File: config.mk
export PLATFORM = sky130hd
export DESIGN_NAME = gcp_merge
export DESIGN_NICKNAME = d
export VERILOG_FILES = /design/src/hw/rtl/gcp_pkg.sv /design/src/hw/rtl/gcp_merge.sv
export SDC_FILE = /design/constraint.sdc
export NUM_CORES = 1
export LEC_CHECK = 0
export ABC_CLOCK_PERIOD_IN_PS = 4000
export BUFFER_PORTS_ARGS = -buffer_cell sky130_fd_sc_hd__buf_2
export CORE_UTILIZATION = 29
export CTS_CLUSTER_DIAMETER = 80
export DETAILED_ROUTE_END_ITERATION = 10
export GPL_ROUTABILITY_DRIVEN = 0
export PLACE_DENSITY = 0.54
export SLEW_MARGIN = 20
export SYNTH_ARGS = -nofsm -noshare
export SYNTH_HDL_FRONTEND = slang
export SYNTH_SLANG_ARGS = --single-unit
File: constraint.sdc
create_clock -name clk -period 4 [get_ports clk]
set_clock_uncertainty 0.15 [all_clocks]
set_input_delay 0.8 -clock clk [delete_from_list [all_inputs] [get_ports clk]]
set_output_delay 0.8 -clock clk [all_outputs]
set_load 0.005 [all_outputs]
File: src/hw/rtl/gcp_pkg.sv
// ----------------------------------------------------------------------------
// gcp_pkg: shared types, constants and elaboration-time functions
// Field widths, pipeline depth, register codes and the constant functions
// that build the log2 reference value and the exp2 root constants.
// ----------------------------------------------------------------------------
package gcp_pkg;

  localparam int FIELD_W  = 16;  // width of every pixel field port
  localparam int GAMMA_W  = 16;  // width of every exponent register
  localparam int NUM_CH   = 4;
  localparam int LOG_FRAC = 30;  // fraction bits of the log2 value
  localparam int EXP_W    = 5;   // integer part of log2, up to 23
  localparam int LOG_W    = EXP_W + LOG_FRAC;
  localparam int MAX_CB   = 24;
  // normalize + 30 squarings + subtract + multiply + split
  // + 30 root steps + scale + round
  localparam int LAT      = 1 + LOG_FRAC + 1 + 1 + 1 + LOG_FRAC + 1 + 1;

  typedef logic [NUM_CH-1:0][FIELD_W-1:0] pix_t;

  typedef enum logic [1:0] {
    REG_RED   = 2'd0,
    REG_GREEN = 2'd1,
    REG_BLUE  = 2'd2,
    REG_ALPHA = 2'd3
  } reg_idx_t;

  function automatic logic [63:0] floor_sqrt(input logic [63:0] v);
    logic [63:0] res;
    logic [63:0] bt;
    logic [63:0] rem;
    res = 64'd0;
    bt  = 64'd1 << 62;
    rem = v;
    for (int i = 0; i < 32; i++) begin
      if (rem >= res + bt) begin
        rem = rem - (res + bt);
        res = (res >> 1) + bt;
      end else begin
        res = res >> 1;
      end
      bt = bt >> 2;
    end
    return res;
  endfunction

  // 2^(-2^-k) in Q0.32, k = 1..LOG_FRAC
  function automatic logic [31:0] root_c(input int k);
    logic [63:0] c;
    c = floor_sqrt(64'd1 << 63);
    for (int j = 2; j <= k; j++) begin
      c = floor_sqrt(c << 32);
    end
    return c[31:0];
  endfunction

  // log2 of v >= 1 as integer part and LOG_FRAC fraction bits
  function automatic logic [LOG_W-1:0] fixed_log2(input logic [MAX_CB-1:0] v);
    logic [EXP_W-1:0] e;
    logic [63:0]      m;
    logic [LOG_FRAC-1:0] fr;
    e  = '0;
    fr = '0;
    for (int b = 0; b < MAX_CB; b++) begin
      if (v[b]) e = EXP_W'(b);
    end
    m = 64'(v) << (31 - int'(e));
    for (int i = 0; i < LOG_FRAC; i++) begin
      m  = (m * m) >> 31;
      fr = {fr[LOG_FRAC-2:0], m[32]};
      if (m[32]) m = m >> 1;
    end
    return {e, fr};
  endfunction

endpackage

File: src/hw/rtl/gcp_merge.sv
// ----------------------------------------------------------------------------
// gcp_merge: joins the lane results into one pixel and buffers it
// Two-entry output queue; full stalls the lanes.
// ----------------------------------------------------------------------------
module gcp_merge (
  input  logic          clk,
  input  logic          rst_n,
  input  logic          push,
  input  gcp_pkg::pix_t pix_in,
  input  logic          out_ready,
  output logic          out_valid,
  output gcp_pkg::pix_t pix_out,
  output logic          full
);

  gcp_pkg::pix_t mem [0:1];
  logic          wr_ptr_r, wr_ptr_nxt;
  logic          rd_ptr_r, rd_ptr_nxt;
  logic [1:0]    cnt_r, cnt_nxt;
  logic          pop;

  assign out_valid = cnt_r != 2'd0;
  assign full      = cnt_r == 2'd2;
  assign pop       = out_valid && out_ready;
  assign pix_out   = mem[rd_ptr_r];

  always_comb begin
    wr_ptr_nxt = push ? ~wr_ptr_r : wr_ptr_r;
    rd_ptr_nxt = pop ? ~rd_ptr_r : rd_ptr_r;
    cnt_nxt    = cnt_r + 2'(push) - 2'(pop);
  end

  always_ff @(posedge clk) begin
    if (push) mem[wr_ptr_r] <= pix_in;
  end

  always_ff @(posedge clk) begin
    if (!rst_n) begin
      wr_ptr_r <= 1'b0;
      rd_ptr_r <= 1'b0;
      cnt_r    <= 2'd0;
    end else begin
      wr_ptr_r <= wr_ptr_nxt;
      rd_ptr_r <= rd_ptr_nxt;
      cnt_r    <= cnt_nxt;
    end
  end

endmodule

## Yosys cells after proc, flatten, opt, wreduce, memory -nomap -nowiden

Memory sizes are Yosys's and may differ from the RTL's. A register that Yosys moved wholly into a read port is not among the register bits.
Index checks and enable logic that the tools add are counted.

| operators by class | value |
|---|---|
| $add $sub $neg | 2 |
| equal/unequal tests | 1 |
| mux-type cells | 4 |
| bitwise operators | 2 |
| reduce and logical (&&, ||, !) cells | 2 |

Operators with widths:

| cell | number |
|---|---|
| two-way mux 1 bit | 4 |
| adder 2 x 1 -> 2 bit | 1 |
| == test 2 bit (second input constant) | 1 |
| inverter 1 bit | 2 |
| nonzero test 2 bit | 1 |
| subtractor 2 x 1 -> 2 bit | 1 |
| logical AND 1 bit | 1 |

| storage, ports and cells | value |
|---|---|
| register bits after elaboration | 4 |
| bits in writable memories | 128 |
| input bits | 68 |
| output and inout bits | 66 |
| word-level logic and storage cells | 15 |
| memories kept | 1 |

Memories:

| name | depth | bits a word | read ports | clocked after memory_dff | wr ports | line | text |
|---|---|---|---|---|---|---|---|
| mem | 2 | 64 | 1 | 1 | 1 | gcp_merge.sv:16 | `gcp_pkg::pix_t mem [0:1];` |

## Logic depth before layout (Yosys ltp)

Gate-level depths: netlist of the first run.

| depth | value |
|---|---|
| depth after elaboration | 4 |
| gate-level depth with buffers | 6 |
| mapped depth without buffers | 6 |

## Worst setup path before layout of the first run

No wires, ideal clock.

| timing | value |
|---|---|
| path kind | input-to-reg |
| from | in push |
| to | mem mem[0][0] (netlist bit) (enable) |
| library setup time | 0.495 ns |
| data arrival time | 3.645 ns |
| required time | 3.355 ns |
| path slack | -0.290 ns |
| stages | 1 |
| path buffers | 0 |
| cells stage by stage | nor2b_1 |

| on the way | value |
|---|---|
| word-level cells in the longest chain between the ends | 2 |

RTL lines:

| what | line | text |
|---|---|---|
| from (decl) | gcp_merge.sv:8 | `input logic push,` |
| two-way mux 1 bit | gcp_merge.sv:34 | `if (push) mem[wr_ptr_r] <= pix_in;` |
| two-way mux 1 bit (not written as such) | gcp_merge.sv:34 |  |
| to (decl) | gcp_merge.sv:16 |  |

Every way passes these cells.

==> results.env, run 1 <==
STATUS='finished, final reports clean'
POST_SYNTH_INST_COUNT=222
GLOBALROUTE.TOTALOVERFLOW=0
CELL_ROW_COUNT=48
INITIAL_ANTENNA_VIOLATION_COUNT=0
CP-ENDPOINT='pix_out[2]'
TIMING.FINAL.HOLD_VIOLATIONS=0
SYNTH_TOP_CELL_BY_AREA='edfxtp_1'
GRT_PASS1_WL_MM=13.6
CRITICAL_PATH_CLASS='reg -> out'
SETUP_VIOLATIONS=0
SYNTH_COMPOUND_AREA_SHARE_PCT=0.291
R2R.WORST_PATH.CELLS=1
IO_BUFFER_COUNT=133
IOPINCOUNT=134
WORSTREG2REGSTART='wr_ptr_r'
SYN-MEAN-INSTANCE-AREA_UM2=23.3
COUNT_OF_INSTANCES_RESIZED_AFTER_THE_CLOCK_TREE_IS_BUILT=0
ASYNC_FLOP_SHARE_PCT=0
FINAL_MAX_SLEW_VIOLS=0
R2R_END='mem[1][27]'
HP-CLASS='reg -> reg'
TRACK_USAGE_PCT=10.2
ROUTED_VIA_DENSITY=4.13
FINALCRITICALPERIOD_NS=2.98
FINALCRITPERIODSHARE_PCT=74.6
CTS_POST_SETUP_BUFFERS_INSERTED=0
POST_SYNTH_FA_HA_MAJ_AREA_FRACTION_PCT=0.484
TOTALNEGATIVESETUPSLACK_NS=0
POWER_DENSITY_nW_PER_UM2=586
POST_SYNTHESIS_SEQUENTIAL_ELEMENT_COUNT=133
SYNTHSIMPLEGATEAREAFRAC_PCT=1.04
FIRST_PASS_ITERS=4
AREA_INSIDE_THE_CORE_BOUNDARY_UM2=17400
YOSYS.AREA_SHARE.XOR_XNOR_PCT=0.436
SYNTH-MAIN-FF-CELL='edfxtp_1'
TRITONCTS='yes'
POST_SYNTH_NUM_CELL_TYPES=16
AREA_GROWTH_SYN_TO_LAYOUT_PCT=28.0
CTS_BUFFERS=17
YOSYSSEQAREASHARE_PCT=76.4
CTS.HOLD.BUFFERS_ADDED=0
GRT_PASS1_VIAS=2613
WIRE_PER_INST_UM=14.7
VIA_TOTAL_AFTER_DETAILED_ROUTING=2508
POST_SYNTH_MUX_AREA_SHARE_PCT=18.7
CRITPATHCAPTURETYPE='primary output'
CHIPWIDTH_UM=135
CAP_VIOLATIONS=0
SYNTH_ENABLE_FLOP_CELLS=128
TIMING.SLEW.HEADROOM_PCT=38.6
FINAL_CORE_UTIL_PCT=38.1
INSERTEDDIODECOUNT=0
YOSYSTOPAREACELLSHARE_PCT=74.4
CP_MAX_FO=35
WORST_SLEW_PIN_SLEW_NS=0.921
FF2FF_SETUP_SLACK_NS=2.27
HPWL_MM=5.56
FINAL_NETS=440
DRT_WL_TOTAL_MM=8.93
YOSYSWARNINGS=0
RSZ0062_AT_GRT='false'
REMAINING_DRC_ERRORS=0
YS_TOP_CELLS_BY_AREA='edfxtp_1 (74%), mux2_4 (17%), buf_12 (2.3%)'
HIGHEST_CLOCK_RATE_MHz=335
SHARE_OF_POST_ROUTE_CELLS_WITH_DRIVE_STRENGTH_ABOVE_1_PCT=60.6
SYNTH_NETS=292
COUNT_OF_ANTENNA_VIOLATING_NETS_LEFT_AFTER_DETAILED_ROUTING=0
CRITPATHARRIVALTIME_NS=2.03
FINALINSTANCEAREA_UM2=6610
SYNTH_TOP_FAMILY_BY_AREA='multiplexers'
SYNTHMOSTINSTANTIATEDCELL='edfxtp_1'
HTREEDEPTH=4
DIE_AREA_UM2=18300
REQUIRED_NS=3.05
SYNTH_TOP_CELLS_BY_COUNT='edfxtp_1 (128), mux2_4 (60), buf_12 (6)'
DRTITER0DRC=139
PATH_CLK_SLEW_NS=0.05
CLOCKBUFFERDEPTH=2
DIE_H_UM=135
CRIT_PATH_START_KIND='flip-flop'
CTS_ROOT_BUF='clkbuf_16'
FLOORPLAN.INITIALDENSITY_PCT=29.8
WORST_SKEW_PAIR_LATER_PIN_LATENCY_NS=0.40
GRT_MAX_DEGREE=65
CLOCK-SINKS=133
POST_SYNTHESIS_CELL_AREA_UM2=5160
LEAKAGEPOWER_uW=0.00259
IRDROPWORSTVDD_mV=0.264
PLACEDINSTANCEAREA_UM2=6030
FILLCELLCOUNT=1638
critical path: stages (launching register included):
cell     delay (ns)
dfxtp_4        0.73
buf_12         0.35
mux2_2         0.37
buf_2          0.12
flip-flops by register name, indices dropped and copies added, names as in the netlist, named ones only:
| register | flops |
|---|---|
| mem | 128 |
| cnt_r | 2 |
| rd_ptr_r | 1 |
| wr_ptr_r | 1 |
where the power goes:
| group | internal, uW | leakage, uW | switching [uW] |
|---|---|---|---|
| Combinational | 413 | 0.00107 | 247 |
| Sequential | 1620 | 0.00124 | 77.0 |
| Clock | 965 | 0.000280 | 548 |
metal layers:
layer	up-vias	global-route usage, %	routed length [um]
li1	1173	-	-
met1	1243	11.3	3700
met2	82	17.0	4530
met3	10	4.15	577
met4	0	5.06	128
met5	-	0	0
worst min path at each step:
| stage | start | end | slack, ns | cells past startpoint |
|---|---|---|---|---|
| 2_1_floorplan | rd_ptr_r | flip-flop | 0.30 | 2 |
| 3_3_place_gp | rd_ptr_r | flip-flop | 0.31 | 2 |
| 3_5_place_dp | rd_ptr_r | flip-flop | 0.33 | 2 |
| 4_1_cts | rd_ptr_r | flip-flop | 0.34 | 2 |
| 5_1_grt | rd_ptr_r | flip-flop | 0.36 | 2 |
| 6_report | rd_ptr_r | flip-flop | 0.34 | 2 |
cells in the final DEF, fill, tap and decap left out:
cell type     n
o21a_1        2
mux2_4       60
edfxtp_1    128
buf_12        1
buf_2       133
buf_4         2
clkbuf_1      4
and2_1        1
bufinv_16     2
dfxtp_4       1
clkbuf_8      3
clkinvlp_4    2
clkinv_4      1
or2_2         1
nor2b_1       3
mux2i_1       2
mux2_2        4
dfxtp_1       4
inv_1         2
nand2_1       1
and2_4        1
nor2b_4       1
nand2b_1      1
xnor3_1       1
clkbuf_16    17
ha_1          2
clkinv_2      3
stage by stage:
step | hold slack (ns) | power (uW) | worst slack (ns) | instances
after CTS | 0.343 | 3940 | 0.961 | 608
final | 0.338 | 3870 | 1.02 | 608
after floorplan | 0.302 | 2220 | 0.920 | 222
after detailed placement | 0.331 | 2410 | 1.40 | 576
after global routing | 0.364 | 4040 | 0.916 | 608
after global placement | 0.308 | 2390 | 1.43 | 576
area by class of cell:
| cell class | count | area [um^2] | share of cell area, % |
|---|---|---|---|
| sequential | 133 | 3950 | 59.7 |
| clock buffer | 24 | 482 | 7.29 |
| tap | 225 | 282 | 4.26 |
| inverter | 2 | 7.51 | 0.114 |
| multi-input combinational | 80 | 1090 | 16.5 |
| clock inverter | 8 | 98.8 | 1.50 |
| timing repair buffer | 136 | 701 | 10.6 |
kinds of logic after synthesis:
| group | Yosys count |
|---|---|
| adder cells (fa/ha/maj) | 2 |
| flip-flops | 133 |
| AO/OA/AOI/OAI | 2 |
| multiplexers | 66 |
| XOR/XNOR | 1 |
| buffers and inverters | 9 |
| AND/OR/NAND/NOR | 9 |
Power figures use the tool's default switching activity.
==> run 2: changes to the inputs <==
ABC_CLOCK_PERIOD_IN_PS = 3100   (was 4000)
PLACE_DENSITY = 0.52   (was 0.54)
clock period = 3.1 ns   (was 4 ns; I/O delays follow)
==> run 2 against run 1 <==
Effect of this change: first-iteration DRC count is 36% lower; final area is 1.3% higher; die area stayed put; critical path type unchanged; highest routed layer unchanged.
==> results.env, run 2 (synthesis gave the netlist of run 1 again) <==
FINAL_COMMON_CELL='buf_2'  # unchanged
MOST-COMMON-LAYOUT-CELLS='buf_2 (133), edfxtp_1 (128), mux2_4 (60), clkbuf_16 (17)'  # unchanged
CRITPATHARRIVALTIME_NS=1.82  # was 2.03 ns
POWER_FRAC_SEQ_PCT=41.9  # was 43.9%
AREA_GROWTH_SYN_TO_LAYOUT_PCT=29.7  # was 28.0%
SETUP_SLACK_NS=0.506  # was 1.02 ns
RSZ0062_AT_GRT='false'  # unchanged
DRTITER0DRC=89  # was 139
TRITONCTS='yes'  # unchanged
POWER.SWITCHING_uW=1120  # was 872 uW
CP_MAX_STAGE_DELAY_NS=0.57  # was 0.73 ns
PATH_CLK_SLEW_NS=0.06  # was 0.05 ns
GRT_PASS1_WL_MM=13.7  # was 13.6 mm
INITIAL_ANTENNA_VIOLATION_COUNT=0  # unchanged
COUNT_OF_ANTENNA_VIOLATING_NETS_LEFT_AFTER_DETAILED_ROUTING=0  # unchanged
AREA_INSIDE_THE_CORE_BOUNDARY_UM2=17400  # unchanged
LARGEST_REGISTER='mem'  # unchanged
CTS.HOLD.BUFFERS_ADDED=0  # unchanged
CELL_INTERNAL_POWER_DISSIPATION_uW=4060  # was 3000 uW
CP_MAX_FO=33  # was 35
CRIT_CHAIN='buf_12, mux2_2, buf_2'  # unchanged
FINAL_MAX_SLEW_VIOLS=0  # unchanged
CTS_POST_SETUP_BUFFERS_INSERTED=0  # unchanged
CRIT_PATH_START_KIND='flip-flop'  # unchanged
DRT_WL_TOTAL_MM=9.07  # was 8.93 mm
CRITPATHCAPTURETYPE='primary output'  # unchanged
COUNT_OF_INSTANCES_RESIZED_AFTER_THE_CLOCK_TREE_IS_BUILT=0  # unchanged
HTREEDEPTH=4  # unchanged
FLOORPLAN.INITIALDENSITY_PCT=29.8  # unchanged
POWER_DENSITY_nW_PER_UM2=773  # was 586 nW/um^2
CELL_ROW_COUNT=48  # unchanged
PRE_CTS_WS_NS=0.915  # was 1.40 ns
CHIPWIDTH_UM=135  # unchanged
IOPINCOUNT=134  # unchanged
GRT_MAX_DEGREE=66  # was 65
REMAINING_DRC_ERRORS=0  # unchanged
HP-CLASS='in -> reg'  # was reg -> reg
STATUS='finished, final reports clean'  # unchanged
FINALPOWER_uW=5180  # was 3870 uW
FIRST_PASS_ITERS=4  # unchanged
SHARE_OF_POST_ROUTE_CELLS_WITH_DRIVE_STRENGTH_ABOVE_1_PCT=61.2  # was 60.6%
TRACK_USAGE_PCT=10.4  # was 10.2%
FILLCELLCOUNT=1611  # was 1,638
WORST_SKEW_PAIR_LATER_PIN_LATENCY_NS=0.42  # was 0.40 ns
COMB_POWER_SHARE_PCT=16.9  # was 17.1%
WORST_SLEW_PIN_SLEW_NS=0.536  # was 0.921 ns
POWER.SHARE.CLOCK_PCT=41.2  # was 39.1%
FINALCRITPERIODSHARE_PCT=83.7
TIMING.SLEW.HEADROOM_PCT=64.2  # was 38.6%
HPWL_MM=5.87  # was 5.56 mm
VIA_TOTAL_AFTER_DETAILED_ROUTING=2493  # was 2,508
CLOCKBUFFERDEPTH=2  # unchanged
IO_BUFFER_COUNT=133  # unchanged
WIRE_PER_INST_UM=14.9  # was 14.7 um
REG.LARGEST.LIST='mem (128), cnt_r (2)'  # unchanged
CRITICAL_PATH_CLASS='reg -> out'  # unchanged
DIE_AREA_UM2=18300  # unchanged
FINALCRITICALPERIOD_NS=2.59
CTS_BUFFERS=17  # unchanged
GLOBALROUTE.TOTALOVERFLOW=0  # unchanged
LARGEST_REGISTER_FF_COUNT=128  # unchanged
HIGHEST_CLOCK_RATE_MHz=386
ROUTED_VIA_DENSITY=4.09  # was 4.13
IRDROPWORSTVDD_mV=0.358  # was 0.264 mV
LEAKAGEPOWER_uW=0.00264  # was 0.00259 uW
REQUIRED_NS=2.33  # was 3.05 ns
INSERTEDDIODECOUNT=0  # unchanged
DIE_H_UM=135  # unchanged
GRT_PASS1_VIAS=2648  # was 2,613
FINAL_NETS=441  # was 440
CAP_VIOLATIONS=0  # unchanged
CTS_ROOT_BUF='clkbuf_16'  # unchanged
TOTALNEGATIVESETUPSLACK_NS=0  # unchanged
WORST_PATH_MAX_DELAY_CELL='dfxtp_4'  # unchanged
CLOCK-SINKS=133  # unchanged
SETUP_VIOLATIONS=0  # unchanged
TIMING.FINAL.HOLD_VIOLATIONS=0  # unchanged
POWER_SWITCHING_SHARE_PCT=21.6  # was 22.5%
run 2: worst max-delay path, delay by kind of cell (launching register included):
kind | cells | cell delay, ns
buffers and inverters | 2 | 0.42
flip-flops | 1 | 0.57
multiplexers | 1 | 0.37
run 2: area by class of cell:
class / instances / area [um^2] / area share [%]
Clock inverter: 9 / 148 / 2.20
Multi-Input combinational cell: 80 / 1090 / 16.3
Sequential cell: 133 / 3950 / 58.9
Timing Repair Buffer: 137 / 733 / 10.9
Inverter: 2 / 7.51 / 0.112
Clock buffer: 23 / 488 / 7.29
Tap cell: 225 / 282 / 4.20
run 2: routing by layer:
metal	global-route usage, %	routed length [um]	vias to the layer above
li1	-	-	1174
met1	11.0	3600	1218
met2	17.4	4650	85
met3	4.60	632	16
met4	5.06	176	0
met5	0	0	-
run 2: final timing paths:
| kind | startpoint | endpoint | slack [ns] | depth (start not counted) |
|---|---|---|---|---|
| worst min register to register | rd_ptr_r | flip-flop | 0.31 | 2 |
| worst max register to register | wr_ptr_r | mem[1][40] | 1.45 | 2 |
| worst min-delay path | pix_in[24] | mem[0][24] | 0.24 | 1 |
| worst max-delay path | flip-flop | pix_out[0] | 0.51 | 3 |
run 2: stage by stage:
step	instance area [um^2]	cells	hold slack, ns	util, %
5_1_grt	6700	609	0.222	38.6
3_3_place_gp	6060	577	0.305	34.9
2_1_floorplan	5170	222	0.302	-
6_report	6700	609	0.240	38.6
4_1_cts	6700	609	0.218	38.6
3_5_place_dp	6060	577	0.308	34.9
run 2: power by group through the flow:
stage          registers (uW)  logic, uW  clock network (uW)
2_1_floorplan            2160        701                   0
3_3_place_gp             2200        890                   0
3_5_place_dp             2210        895                   0
4_1_cts                  2170        899                2180
5_1_grt                  2180        955                2260
6_report                 2170        877                2130
